<file path="src/sv/handle_registry_set_unit_assert.svh">
// ---------------------------------------------------------------------------
// Assertion macros for the handle registry set unit
// Property forms shared by the assertions of the block's top RTL file.
// ---------------------------------------------------------------------------
`ifndef HANDLE_REGISTRY_SET_UNIT_ASSERT_SVH
`define HANDLE_REGISTRY_SET_UNIT_ASSERT_SVH

// The consequent must hold in the same cycle as the antecedent.
`define HRS_ASSERT_SAME(label, clk, rst, ante, cons) \
   label: assert property (@(posedge clk) disable iff (rst) (ante) |-> (cons)) \
      else $error("hrs assertion failed");

// The consequent must hold in the cycle after the antecedent.
`define HRS_ASSERT_NEXT(label, clk, rst, ante, cons) \
   label: assert property (@(posedge clk) disable iff (rst) (ante) |=> (cons)) \
      else $error("hrs assertion failed");

`endif

</file>
<file path="src/sv/hrs_pkg.sv">
// ---------------------------------------------------------------------------
// Handle registry set package
// Item types, operation and status codes shared by the block's files.
// ---------------------------------------------------------------------------
package hrs_pkg;

   localparam int HANDLE_W = 64;
   localparam int CNT_W    = 5;

   typedef enum logic [1:0] {
      OP_ADD      = 2'd0,
      OP_REMOVE   = 2'd1,
      OP_VALIDATE = 2'd2,
      OP_CLEAR    = 2'd3
   } opcode_type;

   typedef enum logic [2:0] {
      ST_OK        = 3'd0,
      ST_INVALID   = 3'd1,
      ST_DUPLICATE = 3'd2,
      ST_NO_SPACE  = 3'd3,
      ST_UNKNOWN   = 3'd4
   } status_type;

   typedef struct packed {
      opcode_type            opcode;
      logic [HANDLE_W-1:0]   handle;
   } req_type;

   typedef struct packed {
      status_type            status;
      logic [HANDLE_W-1:0]   checked_handle;
      logic [CNT_W-1:0]      entry_count;
   } rsp_type;

endpackage

</file>
<file path="src/sv/hrs_cmp.sv">
// ---------------------------------------------------------------------------
// Handle registry set compare unit
// Shared equality comparator used once per scanned entry.
// ---------------------------------------------------------------------------
module hrs_cmp (
   input  logic                   cmp_valid,
   input  logic [63:0]            stored_handle,
   input  logic [63:0]            probe_handle,
   output logic                   hit
);
   import hrs_pkg::*;

   // A hit needs live store data that equals the probed handle.
   assign hit = cmp_valid && (stored_handle == probe_handle);

endmodule

</file>
<file path="src/sv/hrs_store.sv">
// ---------------------------------------------------------------------------
// Handle registry set store
// Handle memory with one write port and one registered read port.
// ---------------------------------------------------------------------------
module hrs_store #(
   parameter int DEPTH = 16,
   parameter int AW    = 4
) (
   input  logic                        clock,
   input  logic                        wr_en,
   input  logic [AW-1:0]               wr_addr,
   input  logic [hrs_pkg::HANDLE_W-1:0] wr_data,
   input  logic [AW-1:0]               rd_addr,
   output logic [hrs_pkg::HANDLE_W-1:0] rd_data
);
   import hrs_pkg::*;

   logic [HANDLE_W-1:0] mem [DEPTH];
   logic [HANDLE_W-1:0] rd_data_ff;

   // Write port; the store itself does not stop entries from being read before they were written.
   always_ff @(posedge clock) begin
      if (wr_en) begin
         mem[wr_addr] <= wr_data;
      end
   end

   // Registered read port: data appears in the cycle after the address.
   always_ff @(posedge clock) begin
      rd_data_ff <= mem[rd_addr];
   end

   assign rd_data = rd_data_ff;

endmodule

</file>
<file path="src/sv/handle_registry_set_unit.sv">
// ---------------------------------------------------------------------------
// Handle registry set unit
// Bounded unordered set of 64-bit handles with add, remove by swap with
// the last entry, validate and clear, one result item per request item.
// ---------------------------------------------------------------------------
//
//   Channel  Direction  Ports                                 Content
//   req      in         req_valid, req_ready, req_item        opcode, handle
//   rsp      out        rsp_valid, rsp_ready, rsp_item        status, handle, count
//   csr      in         csr_valid, csr_ready, csr_data        capacity
//
// An item with a nonzero handle passes through an accept step, a scan of one
// stored entry per cycle through the single memory read port and the shared
// comparator, a last scan step for the final compare, a decide step and a
// finish step; a hit ends the scan early, and a remove that hits adds a read
// and a write of the last entry before the finish. A clear goes from accept
// straight to finish, and a zero handle skips the scan.
// The request side is ready only while idle; a result waiting in the output
// register does not block acceptance, but the finish cycle waits for it.
// Reset clears the count and restores the capacity to 16; no clearing pass.
// ---------------------------------------------------------------------------
module handle_registry_set_unit #(
   parameter int MAX_HANDLES = 16
) (
   input  logic                 clock,
   input  logic                 reset,
   input  logic                 req_valid,
   output logic                 req_ready,
   input  hrs_pkg::req_type     req_item,
   output logic                 rsp_valid,
   input  logic                 rsp_ready,
   output hrs_pkg::rsp_type     rsp_item,
   input  logic                 csr_valid,
   output logic                 csr_ready,
   input  logic [hrs_pkg::CNT_W-1:0] csr_data
);
   import hrs_pkg::*;

   `include "handle_registry_set_unit_assert.svh"

   localparam int AW = (MAX_HANDLES > 1) ? $clog2(MAX_HANDLES) : 1;

   typedef enum logic [2:0] {
      S_IDLE,
      S_SCAN,
      S_DECIDE,
      S_MOVE_RD,
      S_MOVE_WR,
      S_FINISH
   } state_type;

   state_type           state_ff, state_in;
   logic [CNT_W-1:0]    count_ff, count_in;
   logic [CNT_W-1:0]    cap_ff, cap_in;
   opcode_type          op_ff, op_in;
   logic [HANDLE_W-1:0] handle_ff, handle_in;
   logic [CNT_W-1:0]    issue_ff, issue_in;
   logic                pend_ff, pend_in;
   logic [AW-1:0]       slot_ff, slot_in;
   logic                found_ff, found_in;
   status_type          status_ff, status_in;
   logic [HANDLE_W-1:0] checked_ff, checked_in;
   logic                rsp_valid_ff, rsp_valid_in;
   rsp_type             rsp_ff, rsp_in;

   logic                wr_en;
   logic [AW-1:0]       wr_addr;
   logic [HANDLE_W-1:0] wr_data;
   logic [AW-1:0]       rd_addr;
   logic [HANDLE_W-1:0] rd_data;
   logic                hit;
   logic                rsp_free;
   logic [CNT_W-1:0]    eff_cap;

   hrs_store #(
      .DEPTH (MAX_HANDLES),
      .AW    (AW)
   ) u_store (
      .clock   (clock),
      .wr_en   (wr_en),
      .wr_addr (wr_addr),
      .wr_data (wr_data),
      .rd_addr (rd_addr),
      .rd_data (rd_data)
   );

   hrs_cmp u_cmp (
      .cmp_valid     (pend_ff),
      .stored_handle (rd_data),
      .probe_handle  (handle_ff),
      .hit           (hit)
   );

   // Handshakes and the capacity saturated to the built store depth.
   assign req_ready = (state_ff == S_IDLE);
   assign csr_ready = 1'b1;
   assign rsp_valid = rsp_valid_ff;
   assign rsp_item  = rsp_ff;
   assign rsp_free  = !rsp_valid_ff || rsp_ready;

   always_comb begin
      if (int'(cap_ff) > MAX_HANDLES) begin
         eff_cap = CNT_W'(MAX_HANDLES);
      end else begin
         eff_cap = cap_ff;
      end
   end

   // Sequencer: scan, decide, swap move, each where needed, then result.
   always_comb begin
      state_in     = state_ff;
      count_in     = count_ff;
      cap_in       = cap_ff;
      op_in        = op_ff;
      handle_in    = handle_ff;
      issue_in     = issue_ff;
      pend_in      = 1'b0;
      slot_in      = slot_ff;
      found_in     = found_ff;
      status_in    = status_ff;
      checked_in   = checked_ff;
      rsp_valid_in = rsp_valid_ff && !rsp_ready;
      rsp_in       = rsp_ff;
      wr_en        = 1'b0;
      wr_addr      = slot_ff;
      wr_data      = handle_ff;
      rd_addr      = AW'(issue_ff);

      if (csr_valid) begin
         cap_in = csr_data;
      end

      unique case (state_ff)
         S_IDLE: begin
            if (req_valid) begin
               op_in      = req_item.opcode;
               handle_in  = req_item.handle;
               issue_in   = '0;
               found_in   = 1'b0;
               status_in  = ST_OK;
               checked_in = '0;
               if (req_item.opcode == OP_CLEAR) begin
                  count_in = '0;
                  state_in = S_FINISH;
               end else if (req_item.handle == '0) begin
                  state_in = S_DECIDE;
               end else begin
                  state_in = S_SCAN;
               end
            end
         end
         S_SCAN: begin
            if (hit) begin
               found_in = 1'b1;
               state_in = S_DECIDE;
            end else if (issue_ff < count_ff) begin
               pend_in  = 1'b1;
               slot_in  = AW'(issue_ff);
               issue_in = issue_ff + CNT_W'(1);
            end else begin
               state_in = S_DECIDE;
            end
         end
         S_DECIDE: begin
            state_in = S_FINISH;
            unique case (op_ff)
               OP_ADD: begin
                  if (handle_ff == '0) begin
                     status_in = ST_INVALID;
                  end else if (found_ff) begin
                     status_in = ST_DUPLICATE;
                  end else if (count_ff >= eff_cap) begin
                     status_in = ST_NO_SPACE;
                  end else begin
                     wr_en    = 1'b1;
                     wr_addr  = AW'(count_ff);
                     count_in = count_ff + CNT_W'(1);
                  end
               end
               OP_REMOVE: begin
                  if (handle_ff == '0) begin
                     status_in = ST_INVALID;
                  end else if (!found_ff) begin
                     status_in = ST_UNKNOWN;
                  end else begin
                     state_in = S_MOVE_RD;
                  end
               end
               OP_VALIDATE: begin
                  checked_in = found_ff ? handle_ff : '0;
               end
               OP_CLEAR: begin
                  status_in = ST_OK;
               end
               default: begin
                  status_in = ST_OK;
               end
            endcase
         end
         S_MOVE_RD: begin
            // Fetch the last entry to fill the hole left by the removal.
            rd_addr  = AW'(count_ff - CNT_W'(1));
            state_in = S_MOVE_WR;
         end
         S_MOVE_WR: begin
            wr_en    = 1'b1;
            wr_addr  = slot_ff;
            wr_data  = rd_data;
            count_in = count_ff - CNT_W'(1);
            state_in = S_FINISH;
         end
         S_FINISH: begin
            if (rsp_free) begin
               rsp_valid_in          = 1'b1;
               rsp_in.status         = status_ff;
               rsp_in.checked_handle = checked_ff;
               rsp_in.entry_count    = count_ff;
               state_in              = S_IDLE;
            end
         end
         default: begin
            state_in = S_IDLE;
         end
      endcase
   end

   // State and registered outputs.
   always_ff @(posedge clock) begin
      if (reset) begin
         state_ff     <= S_IDLE;
         count_ff     <= '0;
         cap_ff       <= CNT_W'(16);
         pend_ff      <= 1'b0;
         rsp_valid_ff <= 1'b0;
      end else begin
         state_ff     <= state_in;
         count_ff     <= count_in;
         cap_ff       <= cap_in;
         pend_ff      <= pend_in;
         rsp_valid_ff <= rsp_valid_in;
      end
      op_ff      <= op_in;
      handle_ff  <= handle_in;
      issue_ff   <= issue_in;
      slot_ff    <= slot_in;
      found_ff   <= found_in;
      status_ff  <= status_in;
      checked_ff <= checked_in;
      rsp_ff     <= rsp_in;
   end

   // The count never passes the built store depth.
   `HRS_ASSERT_SAME(a_count_bound, clock, reset, 1'b1, int'(count_ff) <= MAX_HANDLES)
   // An accepted item blocks the request side for the next cycle.
   `HRS_ASSERT_NEXT(a_busy_after_accept, clock, reset, req_valid && req_ready, !req_ready)
   // The scan never changes the count.
   `HRS_ASSERT_NEXT(a_scan_keeps_count, clock, reset, state_ff == S_SCAN, $stable(count_ff))
   // A swap move only happens on a non-empty set.
   `HRS_ASSERT_SAME(a_move_nonempty, clock, reset,
                    state_ff == S_MOVE_RD || state_ff == S_MOVE_WR, count_ff != '0)
   // Leaving the finish state always presents a result.
   `HRS_ASSERT_NEXT(a_finish_presents, clock, reset,
                    state_ff == S_FINISH && rsp_free, rsp_valid_ff)

endmodule

</file>
<file path="config.mk">
export PLATFORM = sky130hd
export DESIGN_NAME = handle_registry_set_unit
export DESIGN_NICKNAME = d
export VERILOG_FILES = /design/src/sv/hrs_pkg.sv /design/src/sv/hrs_cmp.sv /design/src/sv/hrs_store.sv /design/src/sv/handle_registry_set_unit.sv
export VERILOG_INCLUDE_DIRS = /design/src /design/src/sv
export SDC_FILE = /design/constraint.sdc
export NUM_CORES = 2
export LEC_CHECK = 0
export ABC_CLOCK_PERIOD_IN_PS = 10100
export BUFFER_PORTS_ARGS = -buffer_cell sky130_fd_sc_hd__buf_2
export CAP_MARGIN = 20
export CORE_MARGIN = 2
export CORE_UTILIZATION = 50
export DETAILED_ROUTE_END_ITERATION = 7
export GPL_TIMING_DRIVEN = 0
export PLACE_DENSITY = 0.66
export SYNTH_ARGS = -nofsm -noshare
export SYNTH_HDL_FRONTEND = slang
export SYNTH_SLANG_ARGS = --single-unit
</file>
<file path="constraint.sdc">
create_clock -name clock -period 10.1 [get_ports clock]
set_input_delay 1.01 -clock clock [delete_from_list [all_inputs] [get_ports clock]]
set_output_delay 1.01 -clock clock [all_outputs]
set_load 0.005 [all_outputs]
</file>
==> run summary <==
TritonCTS built the clock tree. The fill cell instance count of the final layout came out at 7920. In this run the tightest slew margin relative to its limit is 0.197. The proportion of power drawn by combinational gates came out at 0.223. Leaving out fill and tap cells, the most frequent cell in the layout is edfxtp_1. The area growth from synthesis to layout is 14.9%. The number of cells produced by synthesis is 3472. In the synthesized netlist the dominant register cell turns out to be edfxtp_1. For this configuration, the core starts out at a cell density of 0.502.

The HPWL after detailed placement came out at 97.8 mm. The average detailed-routed wire length per instance came out at 26.8 um. The biggest area contributor in the post-synthesis netlist is edfxtp_1. The post-detailed-route count of antenna-violating nets is 0. The time the worst path needs with I/O delays and setup is 4.60 ns. The critical-path maximum fanout came out at 27.

The path class of the tightest hold or removal check is flip-flop to flip-flop. The violation count after the first detailed-route iteration is 4053. The count of flip-flops with a built-in enable after synthesis is 1239. The first detailed-routing pass ran for 6 iterations. The clock tree skew after final layout came out at 0.0403 ns. The summed instance area of the synthesized netlist came out at 51700 um^2.

The kind of end point of the critical path is a flip-flop. Entering global routing, the biggest net connects 46 pins. The number of max-slew violations in the final report was 0. The power consumption came out at 14.8 mW.

The worst hold path begins at checked_ff[59]. The endpoint arrival time on the critical path is 5.02 ns. Post-CTS timing repair inserted 0 buffers for setup. The area inside the core boundary is 103000 um^2.

VDD sags by at most ~0.16 mV. The reported max-cap violation count is 0. Sorting the synthesized cells by area gives the leading types as edfxtp_1 72%, a211oi_1 6.5%, nand2_1 3.2%, dfxtp_1 3.1%, mux2i_1 2.6%. The required time reported for the critical path endpoint came out at between 10 and 15 ns.

Setup violations remaining at the end of the flow were counted as 0. The die is 326 um wide. The routability-driven placement congestion ratio is ~0.88.

Synthesis produced a netlist with a net count of about 3600. The post-layout net count is between 3000 and 4000. The total negative slack came out at 0 ns. The number of global-route vias before repair was 30609. Once the clock tree was built, the resizer swapped 0 gates to a different size.

The number of placement rows is 118. The proportion of layout cells with a drive suffix above 1 is 0.118. The worst setup path is launched from a flip-flop. The worst setup path is of the flip-flop to flip-flop kind. The power spent charging and discharging nets is about 4.7 mW. The reg-to-reg critical path startpoint is count_ff[0]. The reg2reg setup slack came out at 5.50 ns. The insertion delay to the later sink of the worst-skew pair came out at 0.76 ns. Of the total power, the share spent switching nets is 0.315.

Measured along the y axis, the die boundary spans about 330 um. The total clock buffers created by CTS is 132. CTS saw 1318 sinks. The maximum clock rate came out at ~0.22 GHz. The cell-internal power came out at 10.2 mW. The run finished with clean final reports. In this run the count of I/O pins placed on the die edge is 151.

Once layout is done, the placed cells without fillers occupy 59500 um^2. The number of placed instances, taps included, is 5057. For this run, the number of Yosys warnings is 0. Synthesis instantiated 65 different standard cells from the library. The total die area came out at 106000 um^2.

The clock edge transition at the registers on the reported setup and hold paths came out at 0.06 ns. The via count of the routed design is 31793. The post-route DRC violation count came out at 0. The static power due to leakage came out at about 20 nW. The area share of the leading cell type in the synthesized netlist came out at 0.719. The number of storage elements in the synthesis netlist came out at 1318. The total count of hold-check failures in the final report is 0. The count of cells along the worst hold path is 0. The number of buffers on the longest clock path is 3.

Dividing the detail-routed via count by the number of cells gives 6.00. The proportion of power drawn by the clock network came out at 0.317. The buffer cell driving the clock tree root is clkbuf_16. The share of synthesized registers carrying an async set or reset came out at 0.

The most critical setup path has its startpoint at count_ff[0]. Averaged over all synthesized cells, the footprint is 14.9 um^2. The CTS H-tree depth is 4. The final instance count without filler cells came out at 5295. For this block, the routed nets add up to roughly 140 mm of wire. The total overflow reported by the global router is 0. Setup repair after global routing left no endpoint under its margin.

The total track usage came out at 0.265. At the pin with the least slew margin, the transition time is 1.19 ns. The number of cell instances on the worst register-to-register path came out at 12. In this run the power density over the cells is 250 nW/um^2. The worst hold margin came out at 0.417 ns.

The sequential fraction of the synthesis area is 0.750. The first-pass GRT wire length is 204 mm. The count of buffers from port buffering is 148. The initial antenna violation count is 2. The placed standard-cell area came out at about 55000 um^2.

Leaving out fill and tap cells, the most frequent cells in the layout are 1239 x edfxtp_1, 451 x a211oi_1, 442 x nand2_1. The share of total power dissipated in sequential elements is 0.459. The hold buffer count at cts came out at 0. The antenna diode count is 0. The share of the clock period used by the worst path after layout is 0.456.
==> final timing paths <==
path | end
max reg2reg | u_store.mem[0][29]
max | u_store.mem[0][29]
min | rsp_item[64]
min reg2reg | rsp_item[64]
==> power groups by stage <==
stage | clock network, mW | registers [mW] | logic, mW
2_1_floorplan | 0 | 6.81 | 1.90
3_3_place_gp | 0 | 6.94 | 3.11
3_5_place_dp | 0 | 6.92 | 3.25
4_1_cts | 4.73 | 6.80 | 3.26
5_1_grt | 4.95 | 6.83 | 3.53
6_report | 4.71 | 6.81 | 3.31
==> per-stage QoR <==
stage                util  setup WS [ns]
detailed placement  0.537           5.56
finish              0.577           5.50
global placement    0.526           1.18
floorplan               -           4.10
CTS                 0.577           5.52
global route        0.577           5.33
==> critical path, stage by stage (launching register included) <==
cell	delay, ns
dfxtp_1	0.35
buf_2	0.25
inv_1	0.17
ha_1	0.32
nand2b_1	0.14
a21o_1	0.17
a211o_1	0.33
a2111oi_2	0.58
buf_2	0.36
a31oi_1	0.39
nor2_4	0.64
buf_12	0.29
buf_12	0.23
==> final cells by class <==
class,instances,area (um^2),area share
Sequential cell,1318,38800,0.652
Multi-Input combinational cell,1893,12000,0.202
Clock buffer,175,3570,0.0600
Tap cell,1380,1730,0.0290
Timing Repair Buffer,205,1720,0.0289
Buffer,234,1020,0.0171
Clock inverter,63,556,0.00934
Inverter,27,101,0.00170
==> per-layer routing <==
metal | wire (um) | part of all wire | GRT usage | vias to the layer above
li1 | - | - | - | 14066
met1 | 55700 | 0.39 | 0.360 | 15723
met2 | 66600 | 0.47 | 0.427 | 1738
met3 | 14200 | 0.10 | 0.0469 | 266
met4 | 5550 | 0.039 | 0.107 | 0
met5 | 0 | 0 | 0 | -
==> cell usage after synthesis (all sizes together), types with 2 or more instances <==
master / number
ha: 12
nand3: 6
o221ai: 2
and2: 257
a2111oi: 3
nor2: 43
o211ai: 2
nand2: 442
xor2: 32
clkbuf: 187
edfxtp: 1239
nor3: 11
a221oi: 3
a22oi: 2
inv: 27
a21o: 3
nor3b: 3
a21oi: 140
dfxtp: 79
and3: 68
a211oi: 451
xnor2: 24
o21ai: 20
a211o: 3
nor2b: 4
mux2i: 133
a31oi: 137
buf: 47
nand4: 16
o22ai: 3
nor4: 43
nand2b: 8
or3: 2
==> logic make-up after synthesis <==
family,after synthesis,share of synthesized area
buf+inv,261,0.0216
flops,1318,0.750
xor+xnor,56,0.00948
simple gates,906,0.0863
fa+ha+maj,12,0.00290
mux,133,0.0260
other cells,1,0.0000725
compound gates,785,0.104
==> sequential cells by signal, indices dropped and copies added (netlist names), 4 cells and up <==
| signal | cells |
|---|---|
| u_store.rd_data | 64 |
| handle_ff | 64 |
| rsp_item | 72 |
| count_ff | 5 |
| checked_ff | 64 |
| cap_ff | 5 |
| issue_ff | 5 |
| slot_ff | 4 |
| u_store.mem | 1024 |
(Power assumes the default switching activity.)
